$ cat src/rtl/core/cbm_pkg.sv
// Shared types, constants and ARX helper functions for the block MAC.
// Depends on nothing; every other file of the core but cbm_stream_if imports it.
`default_nettype none

package cbm_pkg;

    // Sizes and defaults
    localparam int unsigned CBM_ROUNDS      = 12;
    localparam int unsigned CBM_QUEUE_DEPTH = 2;
    localparam int unsigned CBM_WORD_W      = 32;
    localparam int unsigned CBM_CFG_IDX_W   = 8;

    // Rotation amounts of one round
    localparam int unsigned CBM_ROT_A = 5;
    localparam int unsigned CBM_ROT_B = 16;
    localparam int unsigned CBM_ROT_C = 8;
    localparam int unsigned CBM_ROT_D = 13;
    localparam int unsigned CBM_ROT_E = 7;

    // Reduction polynomial for the key doubling
    localparam logic [127:0] CBM_DBL_POLY = 128'h87;

    // Configuration register indexes
    localparam logic [CBM_CFG_IDX_W-1:0] CBM_REG_KEY_WORD0 = CBM_CFG_IDX_W'(0);
    localparam logic [CBM_CFG_IDX_W-1:0] CBM_REG_KEY_WORD1 = CBM_CFG_IDX_W'(1);
    localparam logic [CBM_CFG_IDX_W-1:0] CBM_REG_KEY_WORD2 = CBM_CFG_IDX_W'(2);
    localparam logic [CBM_CFG_IDX_W-1:0] CBM_REG_KEY_WORD3 = CBM_CFG_IDX_W'(3);

    // Four 32-bit words, word 0 least significant
    typedef logic [3:0][CBM_WORD_W-1:0] cbm_state_t;

    typedef struct packed {
        logic [CBM_WORD_W-1:0] msg_word3;
        logic [CBM_WORD_W-1:0] msg_word2;
        logic [CBM_WORD_W-1:0] msg_word1;
        logic [CBM_WORD_W-1:0] msg_word0;
        logic                  last_block;
    } cbm_msg_t;

    typedef struct packed {
        logic [CBM_WORD_W-1:0] tag_word3;
        logic [CBM_WORD_W-1:0] tag_word2;
        logic [CBM_WORD_W-1:0] tag_word1;
        logic [CBM_WORD_W-1:0] tag_word0;
    } cbm_tag_t;

    typedef struct packed {
        logic [CBM_CFG_IDX_W-1:0] index;
        logic [CBM_WORD_W-1:0]    wdata;
    } cbm_cfg_t;

    // Queue entry: classified block
    typedef struct packed {
        cbm_state_t block;
        logic       last;
        logic       first;
    } cbm_entry_t;

    function automatic logic [CBM_WORD_W-1:0] cbm_rotl(
        input logic [CBM_WORD_W-1:0] x,
        input int unsigned           b
    );
        return (x << b) | (x >> (CBM_WORD_W - b));
    endfunction

    // One ARX round of the permutation
    function automatic cbm_state_t cbm_round(input cbm_state_t s);
        logic [CBM_WORD_W-1:0] v0;
        logic [CBM_WORD_W-1:0] v1;
        logic [CBM_WORD_W-1:0] v2;
        logic [CBM_WORD_W-1:0] v3;
        cbm_state_t            r;
        v0 = s[0] + s[1];
        v1 = cbm_rotl(s[1], CBM_ROT_A) ^ v0;
        v0 = cbm_rotl(v0, CBM_ROT_B);
        v2 = s[2] + s[3];
        v3 = cbm_rotl(s[3], CBM_ROT_C) ^ v2;
        v0 = v0 + v3;
        v3 = cbm_rotl(v3, CBM_ROT_D) ^ v0;
        v2 = v2 + v1;
        v1 = cbm_rotl(v1, CBM_ROT_E) ^ v2;
        v2 = cbm_rotl(v2, CBM_ROT_B);
        r[0] = v0;
        r[1] = v1;
        r[2] = v2;
        r[3] = v3;
        return r;
    endfunction

    // Key times x in GF(2^128)
    function automatic cbm_state_t cbm_double(input cbm_state_t k);
        logic [127:0] kf;
        logic [127:0] d;
        kf = k;
        d  = {kf[126:0], 1'b0} ^ (kf[127] ? CBM_DBL_POLY : 128'h0);
        return d;
    endfunction

endpackage

`default_nettype wire

$ cat src/rtl/core/cbm_stream_if.sv
// Valid/ready channel carrying one payload beat per handshake.
// Payload type is a parameter; depends on nothing else.
`default_nettype none

interface cbm_stream_if #(
    parameter type payload_t = logic
);
    logic     valid;
    logic     ready;
    payload_t data;

    modport source (output valid, output data, input ready);
    modport sink   (input valid, input data, output ready);
endinterface

`default_nettype wire

$ cat src/rtl/core/cbm_front.sv
// Front end: key registers, message tracking and block classification.
// Depends on cbm_pkg and cbm_stream_if.
`default_nettype none

module cbm_front (
    input  wire logic          clk,
    input  wire logic          rst_n,
    cbm_stream_if.sink         msg,
    cbm_stream_if.sink         cfg,
    cbm_stream_if.source       queue,
    output cbm_pkg::cbm_state_t key
);
    import cbm_pkg::*;

    cbm_state_t key_reg;
    cbm_state_t key_next;
    logic       mid_reg;
    logic       mid_next;
    cbm_entry_t entry;

    // Register writes are always taken
    assign cfg.ready = 1'b1;

    always_comb
    begin
        key_next = key_reg;
        if (cfg.valid)
        begin
            unique case (cfg.data.index)
                CBM_REG_KEY_WORD0: key_next[0] = cfg.data.wdata;
                CBM_REG_KEY_WORD1: key_next[1] = cfg.data.wdata;
                CBM_REG_KEY_WORD2: key_next[2] = cfg.data.wdata;
                CBM_REG_KEY_WORD3: key_next[3] = cfg.data.wdata;
                default:           key_next = key_reg;
            endcase
        end
    end

    // Tag each block as first of its message or not; pass its words and last flag on
    always_comb
    begin
        entry.block[0] = msg.data.msg_word0;
        entry.block[1] = msg.data.msg_word1;
        entry.block[2] = msg.data.msg_word2;
        entry.block[3] = msg.data.msg_word3;
        entry.last     = msg.data.last_block;
        entry.first    = !mid_reg;
        mid_next       = mid_reg;
        if (msg.valid && queue.ready)
        begin
            mid_next = !msg.data.last_block;
        end
    end

    assign queue.valid = msg.valid;
    assign queue.data  = entry;
    assign msg.ready   = queue.ready;
    assign key         = key_reg;

    always_ff @(posedge clk or negedge rst_n)
    begin
        if (!rst_n)
        begin
            key_reg <= '0;
            mid_reg <= 1'b0;
        end
        else
        begin
            key_reg <= key_next;
            mid_reg <= mid_next;
        end
    end

endmodule

`default_nettype wire

$ cat src/rtl/core/cbm_fifo.sv
// Short block queue between front and back end.
// Depends on cbm_pkg and cbm_stream_if.
`default_nettype none

module cbm_fifo #(
    parameter int unsigned DEPTH = cbm_pkg::CBM_QUEUE_DEPTH
) (
    input  wire logic    clk,
    input  wire logic    rst_n,
    cbm_stream_if.sink   push,
    cbm_stream_if.source pop
);
    import cbm_pkg::*;

    localparam int unsigned PTR_W = (DEPTH > 1) ? $clog2(DEPTH) : 1;
    localparam int unsigned CNT_W = $clog2(DEPTH + 1);
    localparam logic [PTR_W-1:0] LAST_PTR = PTR_W'(DEPTH - 1);
    localparam logic [CNT_W-1:0] FULL_CNT = CNT_W'(DEPTH);

    cbm_entry_t       mem_reg [DEPTH];
    logic [PTR_W-1:0] wr_ptr_reg;
    logic [PTR_W-1:0] wr_ptr_next;
    logic [PTR_W-1:0] rd_ptr_reg;
    logic [PTR_W-1:0] rd_ptr_next;
    logic [CNT_W-1:0] cnt_reg;
    logic [CNT_W-1:0] cnt_next;
    logic             do_push;
    logic             do_pop;

    assign push.ready = (cnt_reg != FULL_CNT);
    assign pop.valid  = (cnt_reg != '0);
    assign pop.data   = mem_reg[rd_ptr_reg];
    assign do_push    = push.valid && push.ready;
    assign do_pop     = pop.valid && pop.ready;

    // Advance pointers and occupancy
    always_comb
    begin
        wr_ptr_next = wr_ptr_reg;
        rd_ptr_next = rd_ptr_reg;
        cnt_next    = cnt_reg;
        if (do_push)
        begin
            wr_ptr_next = (wr_ptr_reg == LAST_PTR) ? '0 : wr_ptr_reg + 1'b1;
        end
        if (do_pop)
        begin
            rd_ptr_next = (rd_ptr_reg == LAST_PTR) ? '0 : rd_ptr_reg + 1'b1;
        end
        priority if (do_push && !do_pop)
        begin
            cnt_next = cnt_reg + 1'b1;
        end
        else if (do_pop && !do_push)
        begin
            cnt_next = cnt_reg - 1'b1;
        end
        else
        begin
            cnt_next = cnt_reg;
        end
    end

    always_ff @(posedge clk or negedge rst_n)
    begin
        if (!rst_n)
        begin
            wr_ptr_reg <= '0;
            rd_ptr_reg <= '0;
            cnt_reg    <= '0;
        end
        else
        begin
            wr_ptr_reg <= wr_ptr_next;
            rd_ptr_reg <= rd_ptr_next;
            cnt_reg    <= cnt_next;
        end
    end

    // Store payload beats
    always_ff @(posedge clk)
    begin
        if (do_push)
        begin
            mem_reg[wr_ptr_reg] <= push.data;
        end
    end

endmodule

`default_nettype wire

$ cat src/rtl/core/cbm_back.sv
// Back end: chain value, round engine (one round per cycle) and tag register.
// Depends on cbm_pkg and cbm_stream_if.
`default_nettype none

module cbm_back #(
    parameter int unsigned ROUNDS = cbm_pkg::CBM_ROUNDS
) (
    input  wire logic                clk,
    input  wire logic                rst_n,
    input  wire cbm_pkg::cbm_state_t key,
    cbm_stream_if.sink               queue,
    cbm_stream_if.source             tag
);
    import cbm_pkg::*;

    localparam int unsigned CNT_W = $clog2(ROUNDS + 1);
    localparam logic [CNT_W-1:0] LAST_RND = CNT_W'(ROUNDS);

    cbm_state_t       state_reg;
    cbm_state_t       state_next;
    logic [CNT_W-1:0] cnt_reg;
    logic [CNT_W-1:0] cnt_next;
    logic             busy_reg;
    logic             busy_next;
    logic             last_reg;
    logic             last_next;
    logic             tag_valid_reg;
    logic             tag_valid_next;
    cbm_tag_t         tag_data_reg;
    cbm_tag_t         tag_data_next;

    cbm_state_t k1;
    cbm_state_t base;
    cbm_state_t seed;
    cbm_state_t final_v;
    logic       done;
    logic       tag_free;
    logic       retire;
    logic       load;

    assign k1 = cbm_double(key);

    // Retire the current block and pick up the next one in the same cycle
    assign done     = busy_reg && (cnt_reg == LAST_RND);
    assign tag_free = !tag_valid_reg || tag.ready;
    assign retire   = done && (!last_reg || tag_free);
    assign queue.ready = !busy_reg || retire;
    assign load     = queue.valid && queue.ready;

    // Absorb the block: key at message start, k1 on the last block
    always_comb
    begin
        base    = queue.data.first ? key : state_reg;
        seed    = base ^ queue.data.block ^ (queue.data.last ? k1 : '0);
        final_v = state_reg ^ k1;
    end

    always_comb
    begin
        state_next = state_reg;
        cnt_next   = cnt_reg;
        busy_next  = busy_reg;
        last_next  = last_reg;
        priority if (load)
        begin
            state_next = cbm_round(seed);
            cnt_next   = CNT_W'(1);
            busy_next  = 1'b1;
            last_next  = queue.data.last;
        end
        else if (retire)
        begin
            busy_next = 1'b0;
        end
        else if (busy_reg && !done)
        begin
            state_next = cbm_round(state_reg);
            cnt_next   = cnt_reg + 1'b1;
        end
        else
        begin
            busy_next = busy_reg;
        end
    end

    // Hold the tag until the sink takes it
    always_comb
    begin
        tag_valid_next = tag_valid_reg;
        tag_data_next  = tag_data_reg;
        priority if (retire && last_reg)
        begin
            tag_valid_next          = 1'b1;
            tag_data_next.tag_word0 = final_v[0];
            tag_data_next.tag_word1 = final_v[1];
            tag_data_next.tag_word2 = final_v[2];
            tag_data_next.tag_word3 = final_v[3];
        end
        else if (tag.ready)
        begin
            tag_valid_next = 1'b0;
        end
        else
        begin
            tag_valid_next = tag_valid_reg;
        end
    end

    assign tag.valid = tag_valid_reg;
    assign tag.data  = tag_data_reg;

    always_ff @(posedge clk or negedge rst_n)
    begin
        if (!rst_n)
        begin
            cnt_reg       <= '0;
            busy_reg      <= 1'b0;
            last_reg      <= 1'b0;
            tag_valid_reg <= 1'b0;
        end
        else
        begin
            cnt_reg       <= cnt_next;
            busy_reg      <= busy_next;
            last_reg      <= last_next;
            tag_valid_reg <= tag_valid_next;
        end
    end

    always_ff @(posedge clk)
    begin
        state_reg    <= state_next;
        tag_data_reg <= tag_data_next;
    end

`ifndef ASSERT_OFF
    a_cnt_range: assert property (@(posedge clk) disable iff (!rst_n)
        busy_reg |-> (cnt_reg != '0) && (cnt_reg <= LAST_RND))
        else $error("round counter out of range while busy");

    a_load_only_at_end: assert property (@(posedge clk) disable iff (!rst_n)
        (load && busy_reg) |-> (cnt_reg == LAST_RND))
        else $error("block loaded before permutation finished");

    a_tag_from_last: assert property (@(posedge clk) disable iff (!rst_n)
        $rose(tag_valid_reg) |-> $past(busy_reg && last_reg && done))
        else $error("tag raised without a finished last block");
`endif

endmodule

`default_nettype wire

$ cat src/rtl/core/chaskey_block_mac.sv
// Chaskey block MAC top level: front end, block queue and round engine.
// The single-round engine loop takes a new block only as it retires the last one;
// blocks of one message chain through it. Up to QUEUE_DEPTH blocks wait ahead.
// Reset (rst_n, async low): key zero, no message open, queue and tag empty.
`default_nettype none

module chaskey_block_mac #(
    parameter int unsigned ROUNDS      = cbm_pkg::CBM_ROUNDS,
    parameter int unsigned QUEUE_DEPTH = cbm_pkg::CBM_QUEUE_DEPTH
) (
    input  wire logic    clk,
    input  wire logic    rst_n,
    cbm_stream_if.sink   msg,
    cbm_stream_if.sink   cfg,
    cbm_stream_if.source tag
);
    import cbm_pkg::*;

    cbm_state_t key;

    cbm_stream_if #(.payload_t(cbm_entry_t)) front_q ();
    cbm_stream_if #(.payload_t(cbm_entry_t)) back_q ();

    cbm_front u_front (
        .clk   (clk),
        .rst_n (rst_n),
        .msg   (msg),
        .cfg   (cfg),
        .queue (front_q),
        .key   (key)
    );

    cbm_fifo #(
        .DEPTH (QUEUE_DEPTH)
    ) u_fifo (
        .clk   (clk),
        .rst_n (rst_n),
        .push  (front_q),
        .pop   (back_q)
    );

    cbm_back #(
        .ROUNDS (ROUNDS)
    ) u_back (
        .clk   (clk),
        .rst_n (rst_n),
        .key   (key),
        .queue (back_q),
        .tag   (tag)
    );

endmodule

`default_nettype wire

$ cat src/flat_wrapper.sv
// flat-port wrapper written by rule: the top's interface ports become plain ports
module chaskey_block_mac_flat import cbm_pkg::*;
#(
    parameter int unsigned ROUNDS      = cbm_pkg::CBM_ROUNDS,
    parameter int unsigned QUEUE_DEPTH = cbm_pkg::CBM_QUEUE_DEPTH
)
  (clk, rst_n, msg_valid, msg_data, msg_ready, cfg_valid, cfg_data, cfg_ready, tag_valid, tag_data, tag_ready);
  cbm_stream_if #(.payload_t(cbm_msg_t)) msg_i ();
  cbm_stream_if #(.payload_t(cbm_cfg_t)) cfg_i ();
  cbm_stream_if #(.payload_t(cbm_tag_t)) tag_i ();
  input  wire logic clk;
  input  wire logic rst_n;
  input wire logic [$bits(msg_i.valid)-1:0] msg_valid;
  input wire logic [$bits(msg_i.data)-1:0] msg_data;
  output wire logic [$bits(msg_i.ready)-1:0] msg_ready;
  input wire logic [$bits(cfg_i.valid)-1:0] cfg_valid;
  input wire logic [$bits(cfg_i.data)-1:0] cfg_data;
  output wire logic [$bits(cfg_i.ready)-1:0] cfg_ready;
  output wire logic [$bits(tag_i.valid)-1:0] tag_valid;
  output wire logic [$bits(tag_i.data)-1:0] tag_data;
  input wire logic [$bits(tag_i.ready)-1:0] tag_ready;
  assign msg_i.valid = msg_valid;
  assign msg_i.data = msg_data;
  assign msg_ready = msg_i.ready;
  assign cfg_i.valid = cfg_valid;
  assign cfg_i.data = cfg_data;
  assign cfg_ready = cfg_i.ready;
  assign tag_valid = tag_i.valid;
  assign tag_data = tag_i.data;
  assign tag_i.ready = tag_ready;
  chaskey_block_mac #(.ROUNDS(ROUNDS), .QUEUE_DEPTH(QUEUE_DEPTH)) u_core (.clk(clk), .rst_n(rst_n), .msg(msg_i), .cfg(cfg_i), .tag(tag_i));
endmodule
$ cat config.mk
export PLATFORM = sky130hd
export DESIGN_NAME = chaskey_block_mac_flat
export DESIGN_NICKNAME = d
export VERILOG_FILES = /design/src/rtl/core/cbm_pkg.sv /design/src/rtl/core/cbm_stream_if.sv /design/src/rtl/core/cbm_front.sv /design/src/rtl/core/cbm_fifo.sv /design/src/rtl/core/cbm_back.sv /design/src/rtl/core/chaskey_block_mac.sv /design/src/flat_wrapper.sv
export SDC_FILE = /design/constraint.sdc
export NUM_CORES = 2
export LEC_CHECK = 0
export BUFFER_PORTS_ARGS = -buffer_cell sky130_fd_sc_hd__buf_2
export CAP_MARGIN = 10
export CORE_MARGIN = 5
export CORE_UTILIZATION = 65
export CTS_CLUSTER_DIAMETER = 30
export DETAILED_ROUTE_END_ITERATION = 7
export GPL_ROUTABILITY_DRIVEN = 0
export HOLD_SLACK_MARGIN = 0.1
export PLACE_DENSITY_LB_ADDON = 0.2
export REMOVE_ABC_BUFFERS = 1
export SLEW_MARGIN = 20
export SYNTH_ARGS = -nofsm -noshare
export SYNTH_HDL_FRONTEND = slang
export SYNTH_SLANG_ARGS = --single-unit
$ cat constraint.sdc
create_clock -name clk -period 20.6 [get_ports clk]
set_input_delay 3.09 -clock clk [delete_from_list [all_inputs] [get_ports clk]]
set_output_delay 3.09 -clock clk [all_outputs]
set_load 0.01 [all_outputs]
## Word level (Yosys, flattened, before mapping)

Memory sizes are Yosys's and may differ from the RTL's.
Cells that the tools add are included.

| word-level totals | value |
|---|---|
| flip-flop bits (word level) | 396 |
| memory bits (writable) | 260 |
| bits of input ports | 174 |
| output and inout port bits | 131 |
| memories kept | 1 |

| operators by class | value |
|---|---|
| add/subtract/negate cells | 13 |
| equal/unequal tests | 6 |
| multiplexer cells | 19 |
| bitwise logic cells | 24 |
| reduce and logical (&&, ||, !) cells | 30 |

Memories:

| name | words | width | read ports | clocked after memory_dff | write ports | RTL line | RTL |
|---|---|---|---|---|---|---|---|
| u_core.u_fifo.mem_reg | 2 | 130 | 1 | 0 | 1 | cbm_fifo.sv:20 | `cbm_entry_t mem_reg [DEPTH];` |

Operators by type and width:

| kind | number |
|---|---|
| $mux 128 | 5 |
| $xor 128x128->128 | 4 |
| $add 32x32->32 | 8 |
| $xor 32x32->32 | 8 |
| $or 32x16->32 | 4 |
| $or 32x13->32 | 2 |
| $or 32x5->32 | 2 |
| $or 32x7->32 | 2 |
| $or 32x8->32 | 2 |
| $eq 8x2->1 const B | 2 |
| $mux 4 | 3 |
| $reduce_and 2->1 | 5 |
| $reduce_bool 2->1 | 5 |
| $eq 8x1->1 const B | 1 |
| $logic_and 1x1->1 | 8 |
| $logic_not 1->1 | 8 |
| $logic_not 8->1 | 1 |
| $mux 1 | 8 |
| $mux 8 | 1 |
| $add 4x1->4 const B | 1 |
| $eq 4x4->1 const B | 1 |
| $mux 2 | 2 |
| $logic_or 1x1->1 | 3 |
| $add 1x1->1 const B | 2 |
| 4 further kinds | 4 |

## Depth between registers and ports, before layout

| depth | value |
|---|---|
| depth after elaboration | 9 |
| depth in mapped cells | 38 |

## Hierarchy

A second synthesis with hierarchy kept.

| second synthesis, totals | value |
|---|---|
| cell total of the unflattened synthesis | 3,951 |
| area total of the unflattened synthesis | 44,565.2 µm² |

By module, submodules not included:

| module | instances | cells an instance | area an instance (µm²) | sequential area each (µm²) |
|---|---|---|---|---|
| cbm_back | 1 | 3,116 | 28,806.4 | 7,862.5 |
| cbm_fifo | 1 | 423 | 9,950.8 | 7,907.6 |
| cbm_front | 1 | 412 | 5,808.1 | 3,228.1 |

## Worst setup path after synthesis

Ideal clock, no wire load.

| timing path | value |
|---|---|
| kind | input-to-reg |
| from | input port tag_ready |
| to | register u_core.u_back.tag_valid_reg (netlist: u_core.u_back.tag.valid) |
| library setup time | 0.120 ns |
| arrival | 12.647 ns |
| data required time | 20.480 ns |
| slack | 7.832 ns |
| stages | 3 |
| buffers on the path | 0 |
| cell sequence | nor2b_1 -> nor3_1 -> or2_2 |

| on the way | value |
|---|---|
| cells in the longest elaborated chain, start to end | 5 |

RTL lines:

| item | RTL line | RTL |
|---|---|---|
| start, declared | flat_wrapper.sv:21 | `input wire logic [$bits(tag_i.ready)-1:0] tag_ready;` |
| $logic_or 1x1->1 | cbm_back.sv:45 | `assign tag_free = !tag_valid_reg \|\| tag.ready;` |
| $logic_or 1x1->1 | cbm_back.sv:46 | `assign retire = done && (!last_reg \|\| tag_free);` |
| $logic_and 1x1->1 | cbm_back.sv:46 |  |
| $logic_and 1x1->1 | cbm_back.sv:91 | `priority if (retire && last_reg)` |
| $mux 1 | cbm_back.sv:91 |  |
| named net u_core.u_back.tag_valid_next | cbm_back.sv:28 | `logic tag_valid_next;` |
| end signal, assigned | cbm_back.sv:126 | `tag_valid_reg <= tag_valid_next;` |
| end, declared | cbm_back.sv:27 | `logic tag_valid_reg;` |

The timed path passes the listed nets, and every way through them passes these cells.
A chain may end at the register's enable or synchronous reset.

==> flow_metrics.py <==
metrics = {
    "timing": {
        "min_period_ns": 10.39,
        "fin_crit_sh_pct": 50.45,
        "fin_skew_ns": 0.02486,
        "fin_tns_setup_ns": 0,
        "rsz0062_at_grt": "false",
        "fmax_mhz": 96.21,
        "setup-violations-final": 0,
        "hold_viol": 0,
        "timing.final.max_slew_violations": 0,
        "relSlewSlack_pct": 17.58,
        "tightest_slew_ns": 1.223,
        "hold_ws_ns": 0.4862,
    },
    "clock_network": {
        "post_cts_buffers": 0,
        "cts_max_level": 4,
        "cts_buffer_depth": 3,
        "cts.sink_count": 656,
        "ctsHoldBuffers": 0,
        "ctsResizeCount": 0,
        "insertion_delay_ns": 0.73,
        "numCtsBuffers": 138,
        "cts.clk_slew.worst_paths_ns": 0.05,
        "cts-root-buf": "clkbuf_16",
        "tritoncts": "done",
    },
    "worst_setup_path": {
        "r2r_cells": 33,
        "cpMaxStageDelayCell": "dfrtp_4",
        "crit_path_max_incr_delay_ns": 0.97,
        "path_max_fanout": 47,
        "rr_startpoint": "u_core.u_fifo.rd_ptr_reg",
        "worstPathRequired_ns": 21.02,
        "arrival_ns": 10.81,
        "regToRegSetupSlack_ns": 10.21,
        "crit_start": "u_core.u_fifo.rd_ptr_reg",
        "critPathCaptureType": "flip-flop",
        "endpoint": "u_core.u_back.state_reg[30]",
        "critPathMostFrequentCell": "a21oi_1",
        "startpoint_type": "flip-flop",
        "critPathKind": "reg -> reg",
        "worstReg2RegEnd": "u_core.u_back.state_reg[30]",
    },
    "synth": {
        "postSynthCellCount": 3797,
        "yosys_warnings": 0,
        "synthTopCellsByArea": "edfxtp_1 36%, xor2_1 9.5%, xnor2_1 8.4%",
        "synth_largest_area_cell": "edfxtp_1",
        "async_flop_share_pct": 21.34,
        "ys.flop_type": "edfxtp_1",
        "yosysSeqAreaShare_pct": 44.48,
        "ys_types": 97,
        "syn_area_um2": 42710,
        "syn_area_per_cell_um2": 11.25,
        "ys_ff_latch": 656,
        "synth_top_area_share_pct": 36.28,
        "synth_edf_count": 516,
    },
    "floorplanning": {
        "coreArea_um2": 65510,
        "placementRows": 94,
        "die_area_um2": 70940,
        "die_height_um": 266.3,
        "floorplan.initialDensity_pct": 65.20,
        "dieWidth_um": 266.3,
        "io_pins": 305,
    },
    "global_route": {
        "busiest_layer": "met2",
        "gr-total-overflow": 0,
        "grt_use_met2_pct": 58.44,
        "antenna_found_initial": 11,
        "grt_pass1_wl_um": 207500,
        "grt_pass1_vias": 32380,
        "grtUsageTotal_pct": 39.58,
        "grt_max_degree": 92,
        "met3_usage_pct": 14.42,
        "use_met1_pct": 49.39,
    },
    "finish": {
        "fill_cells": 4201,
        "layout_common_cells": "516 x edfxtp_1, 465 x xor2_1, 409 x xnor2_1",
        "final_layout_size_suffix_gt1_share_pct": 17.37,
        "syn_to_final_growth_pct": 17.34,
        "seqCellArea_um2": 19000,
        "fin_nets": 4603,
        "layout_commonest_cell": "edfxtp_1",
        "multi_input_area_um2": 23040,
        "largest_reg_flops": 260,
    },
    "placement": {
        "place_hpwl_um": 109100,
        "numPortBuffers": 303,
    },
    "routing": {
        "vias": 33400,
        "ant_nets": 0,
        "drt_iter0_markers": 4912,
        "vias_per_cell": 6.466,
        "drt-total-wl_um": 144400,
        "routedWlPerCell_um": 27.96,
        "drcViolationCount": 0,
        "firstDrtPassIters": 7,
    },
    "hold_path": {
        "hp-start": "u_core.u_fifo.cnt_reg[1]",
        "hold_depth": 1,
        "hp-class": "reg -> reg",
    },
    "run": {
        "max-cap-violations": 0,
    },
    "status": {
        "status": "finished, final reports clean",
    },
}
==> stage by stage <==
| stage | util (%) | setup WS [ns] | instance area, um2 | std cells |
|---|---|---|---|---|
| after CTS | 76.45 | 10.53 | 50090 | 5153 |
| after detailed placement | 69.00 | 10.65 | 45200 | 4898 |
| after global routing | 76.45 | 9.858 | 50090 | 5153 |
| after global placement | 69.00 | 10.85 | 45200 | 4898 |
| final | 76.50 | 10.21 | 50120 | 5165 |
| after floorplan | - | 3.930 | 42330 | 3704 |
==> cells in the mapped netlist, types with 5 or more instances <==
| cell | number |
|---|---|
| a2111oi_0 | 7 |
| a211o_1 | 7 |
| a211oi_1 | 14 |
| a21boi_0 | 8 |
| a21o_1 | 82 |
| a21oi_1 | 248 |
| a311oi_1 | 6 |
| a31oi_1 | 16 |
| and2_1 | 8 |
| and3_1 | 13 |
| and4_1 | 7 |
| buf_1 | 23 |
| buf_2 | 7 |
| clkbuf_1 | 60 |
| dfrtp_1 | 140 |
| edfxtp_1 | 516 |
| fa_1 | 8 |
| ha_1 | 247 |
| inv_1 | 91 |
| mux2_2 | 132 |
| mux2i_1 | 268 |
| nand2_1 | 316 |
| nand2b_1 | 44 |
| nand3_1 | 30 |
| nand4_1 | 15 |
| nor2_1 | 170 |
| nor2b_1 | 22 |
| nor3_1 | 31 |
| nor4_1 | 5 |
| o211ai_1 | 7 |
| o21a_1 | 27 |
| o21ai_0 | 161 |
| o21ai_1 | 8 |
| o21bai_1 | 35 |
| o22ai_1 | 5 |
| o31a_1 | 6 |
| o31ai_1 | 10 |
| o41ai_1 | 5 |
| or2_2 | 5 |
| or3_1 | 16 |
| xnor2_1 | 409 |
| xnor2_2 | 5 |
| xor2_1 | 465 |
==> worst max-delay path: cells and delay by family, from the launching register on <==
| family | cells | cell delay, ns |
|---|---|---|
| AO/OA/AOI/OAI | 18 | 3.82 |
| XOR/XNOR | 4 | 1.56 |
| adder cells (fa/ha/maj) | 3 | 1.09 |
| buffers and inverters | 2 | 1.18 |
| flip-flops | 1 | 0.97 |
| multiplexers | 2 | 0.93 |
| AND/OR/NAND/NOR | 4 | 0.47 |
==> logic make-up after synthesis <==
| family | share of synthesized area (%) |
|---|---|
| xor+xnor | 18.42 |
| compound gates | 10.50 |
| simple gates | 7.327 |
| flops | 44.48 |
| mux | 9.846 |
| fa+ha+maj | 7.716 |
| buf+inv | 1.699 |
| other cells | 0.008780 |
==> cell type report <==
cell class	instances	share of cell area, %
Inverter	93	0.7016
Clock buffer	173	7.610
Clock inverter	82	2.135
Sequential cell	656	37.92
Antenna cell	12	0.05992
Multi-Input combinational cell	2955	45.98
Timing Repair Buffer	330	3.443
Tap cell	864	2.157
==> worst min path at each step <==
| stage | to | slack [ns] |
|---|---|---|
| after global placement | u_core.u_front.mid_reg | 0.47 |
| after CTS | u_core.u_fifo.cnt_reg[1] | 0.49 |
| after global routing | u_core.u_front.mid_reg | 0.51 |
| after detailed placement | u_core.u_fifo.cnt_reg[1] | 0.48 |
| after floorplan | u_core.u_front.mid_reg | 0.45 |
| final | u_core.u_fifo.cnt_reg[1] | 0.49 |
==> layer usage <==
layer | wire (um) | up-vias
li1 | - | 14490
met2 | 61920 | 2466
met5 | 225 | -
met1 | 50770 | 15770
met3 | 19980 | 655
met4 | 11520 | 10
Power is left out: the tool's default activity adds up to more than one toggle a clock period on the data nets, which glitch-free logic cannot reach.
